--- config.mk ---
export PLATFORM = sky130hd
export DESIGN_NAME = utf8_utf16_bmp_transcoder_core_flat
export DESIGN_NICKNAME = d
export VERILOG_FILES = /design/src/rtl/u8u16_pkg.sv /design/src/rtl/u8u16_if.sv /design/src/rtl/utf8_utf16_bmp_transcoder_core.sv /design/src/flat_wrapper.sv
export SDC_FILE = /design/constraint.sdc
export NUM_CORES = 1
export LEC_CHECK = 0
export BUFFER_PORTS_ARGS = -buffer_cell sky130_fd_sc_hd__buf_2
export CAP_MARGIN = 20
export CORE_MARGIN = 3
export CORE_UTILIZATION = 50
export CTS_CLUSTER_DIAMETER = 150
export CTS_CLUSTER_SIZE = 30
export DETAILED_ROUTE_END_ITERATION = 6
export GPL_TIMING_DRIVEN = 0
export MAX_ROUTING_LAYER = met4
export PLACE_DENSITY = 0.77
export SETUP_SLACK_MARGIN = 0.5
export SLEW_MARGIN = 40
export SYNTH_ARGS = -nofsm -noshare
export SYNTH_HDL_FRONTEND = slang
export SYNTH_SLANG_ARGS = --single-unit
--- constraint.sdc ---
create_clock -name clk_i -period 9.05 [get_ports clk_i]
set_clock_uncertainty 0.05 [all_clocks]
set_input_delay 0.4525 -clock clk_i [delete_from_list [all_inputs] [get_ports clk_i]]
set_output_delay 0.4525 -clock clk_i [all_outputs]
set_load 0.01 [all_outputs]
--- src/rtl/u8u16_pkg.sv ---
// Package with the shared types, codes and constants of the UTF-8 / UTF-16 transcoder.
`timescale 1ns / 1ps
package u8u16_pkg;

  // Register indexes on the configuration port.
  localparam logic REG_DIRECTION  = 1'b0;
  localparam logic REG_TERMINATOR = 1'b1;

  // Direction codes.
  localparam logic DIR_DECODE = 1'b0;
  localparam logic DIR_ENCODE = 1'b1;

  // Configuration port widths.
  localparam int unsigned PADDR_W = 3;
  localparam int unsigned PDATA_W = 32;

  // Character constants.
  localparam logic [15:0] REPL_CHAR   = 16'hFFFD;
  localparam logic [15:0] ENC_TWO_MIN = 16'h0080;
  localparam logic [15:0] ENC_THR_MIN = 16'h0800;
  localparam logic [7:0]  LEAD_TWO    = 8'hC0;
  localparam logic [7:0]  LEAD_THREE  = 8'hE0;
  localparam logic [7:0]  CONT_MARK   = 8'h80;

  // Number of words one input word can give at most.
  localparam int unsigned MAX_RES = 3;

  // Decode progress through a multi-byte sequence.
  typedef enum logic [1:0] {
    PEND_NONE   = 2'd0,
    PEND_TWO    = 2'd1,
    PEND_THREE  = 2'd2,
    PEND_SECOND = 2'd3
  } pend_e;

  // One result word before the framing flags are attached.
  typedef struct packed {
    logic [15:0] unit;
    logic        has_data;
  } result_t;

endpackage

--- src/rtl/u8u16_if.sv ---
// Stream interfaces for the input and result channels of the transcoder.
`timescale 1ns / 1ps
interface u8u16_in_if;
  logic        valid;
  logic        ready;
  logic [15:0] value;
  logic        end_of_string;

  modport source (output valid, output value, output end_of_string, input ready);
  modport sink   (input valid, input value, input end_of_string, output ready);
endinterface

interface u8u16_out_if;
  logic        valid;
  logic        ready;
  logic [15:0] unit;
  logic        has_data;
  logic        run_last;
  logic        string_done;

  modport source (output valid, output unit, output has_data, output run_last,
                  output string_done, input ready);
  modport sink   (input valid, input unit, input has_data, input run_last,
                  input string_done, output ready);
endinterface

--- src/rtl/utf8_utf16_bmp_transcoder_core.sv ---
// Top level of the UTF-8 / UTF-16 BMP transcoder with its configuration registers.
//
//   channel  | dir | handshake     | contents
//   ---------+-----+---------------+------------------------------------------
//   in_i     | in  | valid / ready | value, end_of_string
//   out_o    | out | valid / ready | unit, has_data, run_last, string_done
//   apb      | in  | psel/penable  | direction at 0x0, terminator at 0x4
//
// An accepted word sits in the input register; the result words it causes are
// moved one a cycle into the output register unless the output stalls. A word
// giving zero or one result does not hold the input, so a new word is taken every
// cycle unless the output stalls; an encoded two- or three-byte character holds
// the input until its last byte moves; the single output register sets the rate.
// Reset clears all control and stream state; a stalled output holds its word
// while the next input word is already taken.
`timescale 1ns / 1ps
module utf8_utf16_bmp_transcoder_core (
  input  logic                                clk_i,
  input  logic                                rst_ni,
  u8u16_in_if.sink                            in_i,
  u8u16_out_if.source                         out_o,
  input  logic                                psel,
  input  logic                                penable,
  input  logic                                pwrite,
  input  logic [u8u16_pkg::PADDR_W-1:0]       paddr,
  input  logic [u8u16_pkg::PDATA_W-1:0]       pwdata,
  output logic [u8u16_pkg::PDATA_W-1:0]       prdata,
  output logic                                pready
);

  // Configuration registers.
  logic        dir_q;
  logic [15:0] term_q;

  // Stream state.
  u8u16_pkg::pend_e pend_q, pend_d;
  logic [7:0]       lead_q, lead_d;
  logic [7:0]       second_q, second_d;
  logic             stop_q, stop_d;

  // Input register.
  logic        s1_v_q;
  logic [15:0] s1_val_q;
  logic        s1_eos_q;
  logic [1:0]  idx_q;

  // Output register.
  logic                 out_v_q;
  u8u16_pkg::result_t   out_res_q;
  logic                 out_last_q;
  logic                 out_done_q;

  // Results of the held word.
  u8u16_pkg::result_t res [u8u16_pkg::MAX_RES];
  logic [1:0]         n_res;
  logic [7:0]         byte_in;
  logic               cfg_we;
  logic               out_free;
  logic               last_res;
  logic               s1_done;
  logic               in_ready;

  assign byte_in = s1_val_q[7:0];
  assign cfg_we  = psel && penable && pwrite;
  assign pready  = 1'b1;

  // Register read-back.
  always_comb begin
    if (paddr[2] == u8u16_pkg::REG_DIRECTION) begin
      prdata = {{(u8u16_pkg::PDATA_W-1){1'b0}}, dir_q};
    end else begin
      prdata = {{(u8u16_pkg::PDATA_W-16){1'b0}}, term_q};
    end
  end

  // Result words and next stream state for the held input word.
  always_comb begin
    pend_d   = pend_q;
    lead_d   = lead_q;
    second_d = second_q;
    stop_d   = stop_q;
    n_res    = 2'd0;
    for (int i = 0; i < u8u16_pkg::MAX_RES; i++) begin
      res[i] = '{unit: 16'h0000, has_data: 1'b1};
    end
    if (dir_q == u8u16_pkg::DIR_DECODE) begin
      case (pend_q)
        u8u16_pkg::PEND_TWO: begin
          res[0].unit = {5'b00000, lead_q[4:0], byte_in[5:0]};
          n_res       = 2'd1;
          pend_d      = u8u16_pkg::PEND_NONE;
        end
        u8u16_pkg::PEND_THREE: begin
          if (!s1_eos_q) begin
            second_d = byte_in;
            pend_d   = u8u16_pkg::PEND_SECOND;
          end else begin
            // Three-byte lead cut short: lead is replaced, this byte stands alone.
            res[0].unit = u8u16_pkg::REPL_CHAR;
            res[1].unit = byte_in[7] ? u8u16_pkg::REPL_CHAR : {8'h00, byte_in};
            n_res       = 2'd2;
            pend_d      = u8u16_pkg::PEND_NONE;
          end
        end
        u8u16_pkg::PEND_SECOND: begin
          res[0].unit = {lead_q[3:0], second_q[5:0], byte_in[5:0]};
          n_res       = 2'd1;
          pend_d      = u8u16_pkg::PEND_NONE;
        end
        default: begin
          if (byte_in[7:4] == u8u16_pkg::LEAD_THREE[7:4]) begin
            if (s1_eos_q) begin
              res[0].unit = u8u16_pkg::REPL_CHAR;
              n_res       = 2'd1;
            end else begin
              lead_d = byte_in;
              pend_d = u8u16_pkg::PEND_THREE;
            end
          end else if (byte_in[7:5] == u8u16_pkg::LEAD_TWO[7:5]) begin
            if (s1_eos_q) begin
              res[0].unit = u8u16_pkg::REPL_CHAR;
              n_res       = 2'd1;
            end else begin
              lead_d = byte_in;
              pend_d = u8u16_pkg::PEND_TWO;
            end
          end else if (!byte_in[7]) begin
            res[0].unit = {8'h00, byte_in};
            n_res       = 2'd1;
          end else begin
            res[0].unit = u8u16_pkg::REPL_CHAR;
            n_res       = 2'd1;
          end
        end
      endcase
    end else begin
      // Encode direction: the terminator silences output until the end of string.
      if (stop_q) begin
        n_res = 2'd0;
      end else if (s1_val_q == term_q) begin
        stop_d = 1'b1;
      end else if (s1_val_q == 16'h0000) begin
        n_res = 2'd0;
      end else if (s1_val_q < u8u16_pkg::ENC_TWO_MIN) begin
        res[0].unit = s1_val_q;
        n_res       = 2'd1;
      end else if (s1_val_q < u8u16_pkg::ENC_THR_MIN) begin
        res[0].unit = {8'h00, u8u16_pkg::LEAD_TWO | {3'b000, s1_val_q[10:6]}};
        res[1].unit = {8'h00, u8u16_pkg::CONT_MARK | {2'b00, s1_val_q[5:0]}};
        n_res       = 2'd2;
      end else begin
        res[0].unit = {8'h00, u8u16_pkg::LEAD_THREE | {4'h0, s1_val_q[15:12]}};
        res[1].unit = {8'h00, u8u16_pkg::CONT_MARK | {2'b00, s1_val_q[11:6]}};
        res[2].unit = {8'h00, u8u16_pkg::CONT_MARK | {2'b00, s1_val_q[5:0]}};
        n_res       = 2'd3;
      end
      if (s1_eos_q) begin
        stop_d = 1'b0;
        if (n_res == 2'd0) begin
          // Empty closing marker.
          res[0] = '{unit: 16'h0000, has_data: 1'b0};
          n_res  = 2'd1;
        end
      end
    end
  end

  // Handshake between the input register and the output register.
  assign out_free = !out_v_q || out_o.ready;
  assign last_res = (idx_q == n_res - 2'd1);
  assign s1_done  = s1_v_q && ((n_res == 2'd0) || (out_free && last_res));
  assign in_ready = !s1_v_q || s1_done;
  assign in_i.ready = in_ready;

  assign out_o.valid       = out_v_q;
  assign out_o.unit        = out_res_q.unit;
  assign out_o.has_data    = out_res_q.has_data;
  assign out_o.run_last    = out_last_q;
  assign out_o.string_done = out_done_q;

  // Control and state registers.
  always_ff @(posedge clk_i or negedge rst_ni) begin
    if (!rst_ni) begin
      dir_q    <= u8u16_pkg::DIR_DECODE;
      term_q   <= 16'h0000;
      pend_q   <= u8u16_pkg::PEND_NONE;
      lead_q   <= 8'h00;
      second_q <= 8'h00;
      stop_q   <= 1'b0;
      s1_v_q   <= 1'b0;
      idx_q    <= 2'd0;
      out_v_q  <= 1'b0;
    end else begin
      if (cfg_we && (paddr[2] == u8u16_pkg::REG_DIRECTION)) begin
        // A direction write restarts the stream.
        dir_q    <= pwdata[0];
        pend_q   <= u8u16_pkg::PEND_NONE;
        lead_q   <= 8'h00;
        second_q <= 8'h00;
        stop_q   <= 1'b0;
      end else if (s1_done) begin
        pend_q   <= pend_d;
        lead_q   <= lead_d;
        second_q <= second_d;
        stop_q   <= stop_d;
      end
      if (cfg_we && (paddr[2] == u8u16_pkg::REG_TERMINATOR)) begin
        term_q <= pwdata[15:0];
      end

      if (in_ready) begin
        s1_v_q <= in_i.valid;
        idx_q  <= 2'd0;
      end else if (s1_v_q && (n_res != 2'd0) && out_free) begin
        idx_q <= idx_q + 2'd1;
      end

      if (s1_v_q && (n_res != 2'd0) && out_free) begin
        out_v_q <= 1'b1;
      end else if (out_o.ready) begin
        out_v_q <= 1'b0;
      end
    end
  end

  // Payload registers.
  always_ff @(posedge clk_i) begin
    if (in_ready && in_i.valid) begin
      s1_val_q <= in_i.value;
      s1_eos_q <= in_i.end_of_string;
    end
    if (s1_v_q && (n_res != 2'd0) && out_free) begin
      out_res_q  <= res[idx_q];
      out_last_q <= last_res;
      out_done_q <= last_res && s1_eos_q;
    end
  end

  // The result index never runs past the last word of the held input.
  assert property (@(posedge clk_i) disable iff (!rst_ni)
    (s1_v_q && (n_res != 2'd0)) |-> (idx_q < n_res))
    else $error("result index beyond result count");

  // An empty marker only closes a string.
  assert property (@(posedge clk_i) disable iff (!rst_ni)
    (out_v_q && !out_res_q.has_data) |-> (out_done_q && (out_res_q.unit == 16'h0000)))
    else $error("empty marker outside end of string");

  // The end of a string is always the last word of its input.
  assert property (@(posedge clk_i) disable iff (!rst_ni)
    (out_v_q && out_done_q) |-> out_last_q)
    else $error("string end without run end");

  // Decoding never gives an empty marker.
  assert property (@(posedge clk_i) disable iff (!rst_ni)
    (out_v_q && (dir_q == u8u16_pkg::DIR_DECODE)) |-> out_res_q.has_data)
    else $error("empty marker while decoding");

endmodule

--- src/flat_wrapper.sv ---
// flat-port wrapper written by rule: the top's interface ports become plain ports
module utf8_utf16_bmp_transcoder_core_flat 
  (clk_i, rst_ni, psel, penable, pwrite, paddr, pwdata, prdata, pready, in_i_valid, in_i_value, in_i_end_of_string, in_i_ready, out_o_valid, out_o_unit, out_o_has_data, out_o_run_last, out_o_string_done, out_o_ready);
  u8u16_in_if in_i_i ();
  u8u16_out_if out_o_i ();
  input  logic clk_i;
  input  logic rst_ni;
  input  logic psel;
  input  logic penable;
  input  logic pwrite;
  input  logic [u8u16_pkg::PADDR_W-1:0] paddr;
  input  logic [u8u16_pkg::PDATA_W-1:0] pwdata;
  output logic [u8u16_pkg::PDATA_W-1:0] prdata;
  output logic pready;
  input wire logic [$bits(in_i_i.valid)-1:0] in_i_valid;
  input wire logic [$bits(in_i_i.value)-1:0] in_i_value;
  input wire logic [$bits(in_i_i.end_of_string)-1:0] in_i_end_of_string;
  output wire logic [$bits(in_i_i.ready)-1:0] in_i_ready;
  output wire logic [$bits(out_o_i.valid)-1:0] out_o_valid;
  output wire logic [$bits(out_o_i.unit)-1:0] out_o_unit;
  output wire logic [$bits(out_o_i.has_data)-1:0] out_o_has_data;
  output wire logic [$bits(out_o_i.run_last)-1:0] out_o_run_last;
  output wire logic [$bits(out_o_i.string_done)-1:0] out_o_string_done;
  input wire logic [$bits(out_o_i.ready)-1:0] out_o_ready;
  assign in_i_i.valid = in_i_valid;
  assign in_i_i.value = in_i_value;
  assign in_i_i.end_of_string = in_i_end_of_string;
  assign in_i_ready = in_i_i.ready;
  assign out_o_valid = out_o_i.valid;
  assign out_o_unit = out_o_i.unit;
  assign out_o_has_data = out_o_i.has_data;
  assign out_o_run_last = out_o_i.run_last;
  assign out_o_string_done = out_o_i.string_done;
  assign out_o_i.ready = out_o_ready;
  utf8_utf16_bmp_transcoder_core u_core (.clk_i(clk_i), .rst_ni(rst_ni), .in_i(in_i_i), .out_o(out_o_i), .psel(psel), .penable(penable), .pwrite(pwrite), .paddr(paddr), .pwdata(pwdata), .prdata(prdata), .pready(pready));
endmodule
==> flow_summary.toml, run 1 <==
[floorplanning]
initial_core_util = 0.5232
die_w_um = 96.85
num_rows = 32
core_area_um2 = 7888
die_area_um2 = 9379
die_y_um = 96.85
io_pins = 113

[placement]
dp_hpwl_um = 7694
dpl_worst_slack_ns = 4.528
place_congestion = 0.8849
port_buffers = 76

[route]
ant_nets = 0
via_count = 3515
wl_per_cell_um = 17.09
first_iter_violations = 327
first_pass_iters = 5
wl_um = 10460
vias_per_cell = 5.743
drc = 0

[pwr]
seq_power_share = 0.377
p_int_uw = 904.3
p_leak_nw = 2.095
power_density_nw_per_um2 = 298.1
switching_power_uw = 568.4
p_clk_frac = 0.211
ir_worst_vdd_uv = 132.1
p_sw_frac = 0.3860
comb_power_share = 0.412

[setup_path]
cp.required_ns = 8.55
crit_path_max_fanout = 9
path_cells = "clkbuf_1 -> xnor2_1 -> nand4_1 -> nor4_4 -> nor3_1 -> nor2b_1 -> nand2_1 -> o21ai_0 -> ha_1 -> xnor2_1 -> nor3b_1 -> a221o_1 -> o21ai_1 -> nand3_1 -> buf_2"
critPathTopFamily = "simple AND/OR/NAND/NOR gates"
critPathLaunchType = "register"
cp.arrival_ns = 4.17
cp_slowest_stage_delay_ns = 0.51
path_buf_inv = 2
reg2regPathDepth = 15
end_kind = "primary output"
cp_slowest_cell = "nor4_4"
path_depth = 15
worst_path_most_repeated_cell = "xnor2_1"
crit_type = "register to primary output"

[flow_run]
cap_viol_max_count = 0

[global_routing]
top_usage_layer = "met2"
grt_max_degree = 36
use_met3 = 0.04326
grt_first_pass_wirelength_um = 17080
grt_pass1_vias = 3412
grt_overflow_total = 0
grtUsageMet2 = 0.3588
antenna_found_initial = 0
grtUsageTotal = 0.2315
grt_use_met1 = 0.2976

[yosys]
ys_seq_area_frac = 0.4742
syn_area_um2 = 4126
synthFlopType = "edfxtp_1"
ys_warn_count = 0
async_flop_share = 0.4930
yosys.area.top_type_share = 0.2620
synth_cells = 403
synth_area_leaders = "edfxtp_1 (26%), dfrtp_1 (21%), mux2_2 (4.9%)"
synth_area_leader_cell = "edfxtp_1"
synth_edf_count = 36
synth-seq-cells = 71
ys_types = 58
syn_area_per_cell_um2 = 10.24

[clocking]
ctsLongestPathBuffers = 2
cts_htree_levels = 3
clock-root-buffer = "clkbuf_8"
post_cts_buffers = 0
cts_tree = "built"
cts_hold_buffers = 0
clk_pin_slew_ns = 0.09
cts.sinks = 71
ctsResizeCount = 0
cts_buffers = 9
insertion_delay_ns = 0.36

[finish]
layout_common_cells = "buf_2 (75), nand2_1 (43), edfxtp_1 (36), dfrtp_1 (35), clkbuf_1 (26)"
drive_gt1_frac = 0.2804
num-nets-final = 565
syn_to_final_growth_pct = 19.71
mostFrequentLayoutCell = "buf_2"
diodes = 0

[timing]
setup_slack_ns = 4.380
fin_crit_sh = 0.5161
rsz0062_at_grt = "false"
worst_pin_slew_ns = 0.8369
min_period_ns = 4.670
finalSetupViolCount = 0
tns_ns = 0
whs_ns = -0.03016
fmax_mhz = 214.1
slew_violations = 0
hold_viol = 7
timing.slew.headroom = 0.4276

[hold_path]
hold_class = "primary input to asynchronous set/reset pin"

[run_status]
violations = "hold timing"
outcome = "complete, but fails checks"
==> cell usage after synthesis (all sizes together), types with 2 or more instances <==
cell type	number
o2bb2ai	3
nor4	4
o21ai	15
a221oi	8
conb	2
buf	17
o22ai	4
a211oi	5
edfxtp	36
clkbuf	25
nor2b	6
nand3	7
dfrtp	35
o31ai	8
nor2	20
nand3b	5
nor3	6
or2	4
o21bai	4
inv	7
mux2i	11
nor3b	4
o21a	9
nand2	43
a21o	3
nand4	6
a21oi	24
xnor2	17
nand2b	8
o31a	2
nor4b	4
mux2	20
and2	17
==> metal layers <==
metal | vias up | wire, um
met5 | - | 0
met3 | 20 | 719
li1 | 1626 | -
met4 | 0 | 221
met2 | 172 | 4909
met1 | 1697 | 4611
==> worst paths after layout <==
kind	startpoint	end	slack, ns
max in group asynchronous	rst_ni	u_core.term_q[12]	8.63
setup reg to reg	u_core.s1_val_q[5]	u_core.s1_val_q[7]	4.67
setup / recovery	u_core.s1_val_q[5]	in_i_ready	4.38
hold reg to reg	u_core.second_q[1]	u_core.second_q[1]	0.48
min in group clk_i	in_i_value[15]	u_core.s1_val_q[15]	0.21
hold / removal	rst_ni	u_core.idx_q[1]	-0.03
==> final cells by class <==
type | instances | area, um^2
plain buffers | 42 | 221.5
clock buffers | 10 | 127.6
flip-flops and latches | 71 | 1957
fillers | 675 | 2948
well taps | 102 | 127.6
inverters | 7 | 26.28
multi-input cells | 298 | 1987
clock inverters | 6 | 110.1
repair buffers | 76 | 382.9
==> flip-flops by register name, summed over array words and instances, names as in the netlist <==
signal and cells:
u_core.dir_q 1, u_core.idx_q 2, u_core.lead_q 5, u_core.out_o.has_data 1
u_core.out_o.run_last 1, u_core.out_o.string_done 1, u_core.out_o.unit 16, u_core.out_o.valid 1
u_core.pend_q 2, u_core.s1_eos_q 1, u_core.s1_v_q 1, u_core.s1_val_q 16
u_core.second_q 6, u_core.stop_q 1, u_core.term_q 16
==> through the flow <==
stage,power [mW],instance area [um^2],cells,utilization
final,1.473,4940,612,0.6263
after floorplan,0.9662,4183,418,-
after global routing,1.563,4940,612,0.6263
after global placement,1.146,4691,596,0.5947
after CTS,1.472,4936,612,0.6258
after detailed placement,1.161,4698,596,0.5957
==> power groups by stage <==
| stage | clock [mW] | combinational [mW] | sequential [mW] |
|---|---|---|---|
| 2_1_floorplan | 0 | 0.400 | 0.566 |
| 3_3_place_gp | 0 | 0.588 | 0.557 |
| 3_5_place_dp | 0 | 0.600 | 0.561 |
| 4_1_cts | 0.313 | 0.604 | 0.555 |
| 5_1_grt | 0.329 | 0.667 | 0.567 |
| 6_report | 0.310 | 0.607 | 0.555 |
==> worst register-to-register path, stage by stage, from the launching register on <==
cell	delay [ns]
edfxtp_1	0.34
clkbuf_1	0.50
xnor2_1	0.20
nand4_1	0.16
nor4_4	0.51
nor3_1	0.14
nor2b_1	0.17
nand2_1	0.07
o21ai_0	0.10
ha_1	0.27
xnor2_1	0.28
nor3b_1	0.11
a221o_1	0.41
o21ai_1	0.24
nand3_1	0.15
and2_2	0.38
==> kinds of logic after synthesis <==
logic type	count (synthesis)	share of synthesized area
AOI/OAI and AO/OA	95	0.1647
xor gates and xnor gates	17	0.03608
buffers and inverters	49	0.06004
muxes	31	0.08217
and+or+nand+nor	137	0.1780
adders and majority gates	1	0.003032
other	2	0.001820
DFF	71	0.4742
(Power assumes the default switching activity.)
==> run 2: changes to the inputs <==
- clock period: 9.05 -> 4.3 ns (I/O delays scaled with it)
==> run 2 against run 1 <==
Against the previous run:
- the run now ends clean
- flip-flop and latch count unchanged
- die area unchanged
- sequential share of layout area decreased by 4.1 points
- critical endpoint is now u_core.pend_q[0]
- largest power group unchanged
==> flow_summary.toml, run 2 (synthesis gave the netlist of run 1 again) <==
[run_status]
outcome = "finished, final reports clean"

[finish]
nFillCells = 598
layout_common_cells = "buf_2 (75), nand2_1 (43), buf_4 (40), edfxtp_1 (36), dfrtp_1 (35)"
syn_to_final_growth_pct = 33.41
mostFrequentLayoutCell = "buf_2"
drive_gt1_frac = 0.3406
fin_area_um2 = 5505
diodes = 0
num-nets-final = 607

[setup_path]
end_kind = "register"
crit_type = "register to register"
cp_slowest_cell = "or4_4"
crit_path_max_fanout = 4
critPathLaunchType = "register"
cp.required_ns = 4.50
critPathTopFamily = "simple AND/OR/NAND/NOR gates"
cp_slowest_stage_delay_ns = 0.61
cp.arrival_ns = 4.11
path_buf_inv = 1
path_cells = "or4_4 -> nor3b_4 -> and2b_2 -> o31ai_4 -> nand2_1 -> o21ai_1 -> ha_1 -> xnor2_4 -> nor3b_2 -> a221o_1 -> buf_4 -> o21a_4 -> o21ai_4 -> mux2_4"

[pwr]
ir_worst_vdd_uv = 287.0
power_density_nw_per_um2 = 611.0
p_leak_nw = 2.372
power.total_mw = 3.364

[route]
wl_per_cell_um = 17.31
wl_um = 11320
drc = 0
ant_nets = 0
first_pass_iters = 5
first_iter_violations = 285
via_count = 3709
vias_per_cell = 5.671

[clocking]
clk_pin_slew_ns = 0.08
cts_tree = "built"
insertion_delay_ns = 0.36
clock-root-buffer = "clkbuf_8"
ctsLongestPathBuffers = 2
cts.sinks = 71
cts_htree_levels = 3
cts_buffers = 9

[timing]
tns_ns = 0
timing.slew.headroom = 0.4432
slew_violations = 0
fmax_mhz = 255.6
fin_crit_sh = 0.9098
hold_viol = 0
finalSetupViolCount = 0
rsz0062_at_grt = "true"
worst_pin_slew_ns = 0.8289
min_period_ns = 3.912

[global_routing]
grt_overflow_total = 0
grt_pass1_vias = 3565
grtUsageTotal = 0.2404
grt_max_degree = 36
antenna_found_initial = 0
grt_first_pass_wirelength_um = 17760

[placement]
placed_area_um2 = 4698
place_congestion = 0.8849
dp_hpwl_um = 7694
port_buffers = 76

[floorplanning]
initial_core_util = 0.5232
core_area_um2 = 7888
die_w_um = 96.85
num_rows = 32
die_y_um = 96.85
io_pins = 113
die_area_um2 = 9379

[hold_path]
hold_class = "primary input to register"

[flow_run]
cap_viol_max_count = 0
[run 2: cell count changes in the layout (fill, tap and decap cells not counted), moves of 2 or more]
cell / previous run / this run
nor3_1: 6 / 4
xnor2_1: 17 / 13
o21ai_4: 1 / 3
buf_6: 0 / 2
xnor2_2: 0 / 3
dlygate4sd3_1: 0 / 18
clkbuf_1: 26 / 20
nor2_4: 1 / 3
and2_4: 0 / 2
nor4_1: 3 / 1
buf_4: 18 / 40
[run 2: where the power goes]
group	leakage (nW)	switching, mW	internal (mW)
Combinational	1.47	0.871	0.666
Clock	0.114	0.267	0.385
Sequential	0.787	0.158	1.02
[run 2: worst paths after layout]
| check | slack, ns | to | depth (start not counted) | from |
|---|---|---|---|---|
| max | 0.39 | u_core.pend_q[0] | 14 | u_core.s1_val_q[14] |
| min | 0.04 | u_core.dir_q | 3 | pwdata[0] |
| max reg2reg | 0.39 | u_core.pend_q[0] | 14 | u_core.s1_val_q[14] |
| min reg2reg | 0.48 | u_core.second_q[1] | 2 | u_core.second_q[1] |
| max in group asynchronous | 3.56 | u_core.term_q[11] | 2 | rst_ni |
| min in group asynchronous | 0.29 | u_core.idx_q[1] | 2 | rst_ni |
[run 2: per-stage QoR]
stage               hold slack [ns]  worst slack [ns]    util  instances
floorplan                   -0.1306            0.5444       -        418
global placement             0.2718          -0.06825  0.5947        596
detailed placement           0.2862           -0.2224  0.5957        596
CTS                        0.003777            0.5010  0.6737        643
global route                0.04420            0.3050  0.6980        654
finish                      0.03587            0.3880  0.6980        654
[run 2: layout make-up]
class / count / area (um^2) / share of cell area
Tap cell: 102 / 127.6 / 0.02318
Timing Repair Buffer: 116 / 750.7 / 0.1364
Buffer: 42 / 245.2 / 0.04455
Clock inverter: 6 / 110.1 / 0.02000
Inverter: 7 / 26.28 / 0.004773
Sequential cell: 71 / 1957 / 0.3555
Multi-Input combinational cell: 300 / 2161 / 0.3925
Clock buffer: 10 / 127.6 / 0.02318
[run 2: per-layer routing]
layer	global-route usage	up-vias	wire (um)
met3	0.04470	30	813
li1	-	1717	-
met1	0.3001	1780	4760
met2	0.3848	182	5466
met5	-	-	0
met4	0.1004	0	276
[run 2: timing repair]
action	CTS	global route
resized for setup	26	20
cloned	0	2
endpoints found under the hold margin	52	0
endpoints found under the setup margin	36	35
hold buffers	18	0
setup buffers	13	9
pin swaps	9	15
[run 2: worst reg2reg max path, stage by stage, from the launching register on]
cell and delay, ns:
edfxtp_1 0.45, or4_4 0.61, nor3b_4 0.23, and2b_2 0.24, o31ai_4 0.08, nand2_1 0.08
o21ai_1 0.06, ha_1 0.39, xnor2_4 0.23, nor3b_2 0.08, a221o_1 0.42, buf_4 0.16
o21a_4 0.23, o21ai_4 0.18, mux2_4 0.31
==> run 3: changes to the inputs <==
- CORE_UTILIZATION: 50 -> 45
- PLACE_DENSITY: 0.77 -> 0.7
==> run 3 against run 2 <==
Against the previous run:
- combinational power about the same
- design area increased by 0.55%
- sequential share of layout area fell by 0.19 points
- core utilization decreased by 6.9 points
- clock-buffer cell count increased by 1
- final cell count is 2.1% higher
- via count up 0.32%
- first-iteration DRC count rose by 32%
- sequential power hardly changed
- highest routed layer unchanged
==> flow_summary.toml, run 3 (synthesis gave the netlist of run 1 again) <==
[run_status]
outcome = "finished, final reports clean"

[setup_path]
reg2reg_setup_slack_ns = 0.50
endpoint = "in_i_ready"
path_cells = "or4_4 -> nor3b_4 -> and2b_2 -> o31ai_2 -> nand2_1 -> o21ai_1 -> ha_1 -> xnor2_2 -> nor3b_2 -> a221o_1 -> o21ai_4 -> nand3_4 -> buf_6"
cp.required_ns = 4.03
cp-startpoint = "u_core.s1_val_q[15]"
cp_slowest_cell = "or4_4"
end_kind = "primary output"
cp_slowest_stage_delay_ns = 0.60
crit_path_max_fanout = 4
reg2regPathDepth = 14
crit_type = "register to primary output"
critPathLaunchType = "register"
r2r_start = "u_core.s1_val_q[15]"
r2r-end = "u_core.second_q[2]"
cp.arrival_ns = 3.56

[timing]
finalSetupViolCount = 0
slew_violations = 0
fmax_mhz = 261.4
min_period_ns = 3.826
rsz0062_at_grt = "true"
fin_crit_sh = 0.8897
worst_pin_slew_ns = 0.8411
hold_viol = 0
timing.slew.headroom = 0.4350

[route]
first_pass_iters = 5
vias_per_cell = 5.570
via_count = 3721
first_iter_violations = 377
wl_per_cell_um = 17.07
wl_um = 11400
ant_nets = 0
drc = 0

[global_routing]
grt_overflow_total = 0
grt_first_pass_wirelength_um = 17910
antenna_found_initial = 0
grtUsageTotal = 0.2323
grt_max_degree = 36
grt_pass1_vias = 3501

[placement]
dp_hpwl_um = 7647
placed_area_um2 = 4706
port_buffers = 76
place_congestion = 0.9047

[finish]
fin_area_um2 = 5535
syn_to_final_growth_pct = 34.14
num-nets-final = 615
diodes = 0
drive_gt1_frac = 0.3518
utilization = 0.6286
mostFrequentLayoutCell = "buf_2"
layout_common_cells = "buf_2 (74), buf_4 (47), nand2_1 (43), edfxtp_1 (36), dfrtp_1 (35)"

[floorplanning]
core_area_um2 = 8806
die_area_um2 = 10360
num_rows = 34
die_w_um = 101.8
initial_core_util = 0.4686
io_pins = 113
die_y_um = 101.8

[clocking]
ctsLongestPathBuffers = 2
cts_buffers = 9
insertion_delay_ns = 0.36
clock-root-buffer = "clkbuf_8"
clk_pin_slew_ns = 0.07
cts_htree_levels = 3
cts_tree = "built"
cts.sinks = 71

[pwr]
p_clk_frac = 0.162
switching_power_mw = 1.279
seq_power_share = 0.360
p_leak_nw = 2.401
ir_worst_vdd_uv = 308.8
comb_power_share = 0.478
power_density_nw_per_um2 = 587.9
p_int_mw = 1.975
p_sw_frac = 0.3930

[flow_run]
cap_viol_max_count = 0

[hold_path]
hold_class = "primary input to register"
## run 3: cell types whose count changed in the layout (fill, tap and decap cells not counted), moves of 2 or more
cell,before,now
xnor2_2,3,5
buf_4,40,47
buf_6,2,6
nor2_2,0,2
nor2_4,3,1
buf_8,0,2
bufinv_16,3,1
## run 3: worst min path at each step
stage                from                 end  slack [ns]  cells after the start
4_1_cts        in_i_valid       u_core.s1_v_q       0.006                      2
6_report       in_i_valid       u_core.s1_v_q        0.01                      2
3_5_place_dp       rst_ni  u_core.out_o.valid        0.30                      1
5_1_grt         pwdata[5]    u_core.term_q[5]        0.03                      2
2_1_floorplan      rst_ni        u_core.dir_q       -0.13                      0
3_3_place_gp       rst_ni     u_core.idx_q[0]        0.29                      1
## run 3: final cells by class
class / count / area (um^2)
Buffer: 42 / 267.8
Inverter: 7 / 26.28
Clock buffer: 11 / 131.4
Fill cell: 738 / 3271
Tap cell: 108 / 135.1
Timing Repair Buffer: 126 / 829.5
Multi-Input combinational cell: 298 / 2130
Clock inverter: 5 / 58.81
Sequential cell: 71 / 1957
## run 3: power by group through the flow
| stage | Sequential [mW] | Clock [mW] | Combinational, mW |
|---|---|---|---|
| finish | 1.17 | 0.529 | 1.55 |
| global route | 1.20 | 0.564 | 1.69 |
| CTS | 1.16 | 0.535 | 1.42 |
| detailed placement | 1.18 | 0 | 1.26 |
| global placement | 1.18 | 0 | 1.24 |
| floorplan | 1.19 | 0 | 0.842 |
## run 3: through the flow
stage	power [mW]	hold slack, ns	setup WS [ns]	TNS [ns]	instances
2_1_floorplan	2.033	-0.1306	0.5444	0	418
3_3_place_gp	2.415	0.2873	-0.09911	-1.681	602
3_5_place_dp	2.446	0.2986	-0.1729	-2.933	602
4_1_cts	3.114	0.006110	0.5082	0	655
5_1_grt	3.446	0.03057	0.3146	0	668
6_report	3.254	0.01467	0.4742	0	668
## run 3: per-layer routing
metal  track usage  share of wire
met1        0.3065           0.43
met2        0.3632           0.47
met3       0.04132          0.071
met4       0.07771          0.024
met5             -              0
## run 3: what timing repair did
| action | in CTS | in global routing |
|---|---|---|
| hold endpoints to repair | 52 | 0 |
| endpoints found under the setup margin | 37 | 34 |
| gates resized for setup | 23 | 28 |
| setup buffers | 19 | 13 |
| pin swaps | 8 | 12 |
| hold buffers | 18 | 0 |
## run 3: critical path: cells and delay by family (launching register included)
family	cells	cell delay, ns
buffers and inverters	1	0.15
XOR/XNOR	1	0.24
AO/OA/AOI/OAI	4	0.73
flip-flops	1	0.40
AND/OR/NAND/NOR	6	1.35
adder cells (fa/ha/maj)	1	0.34
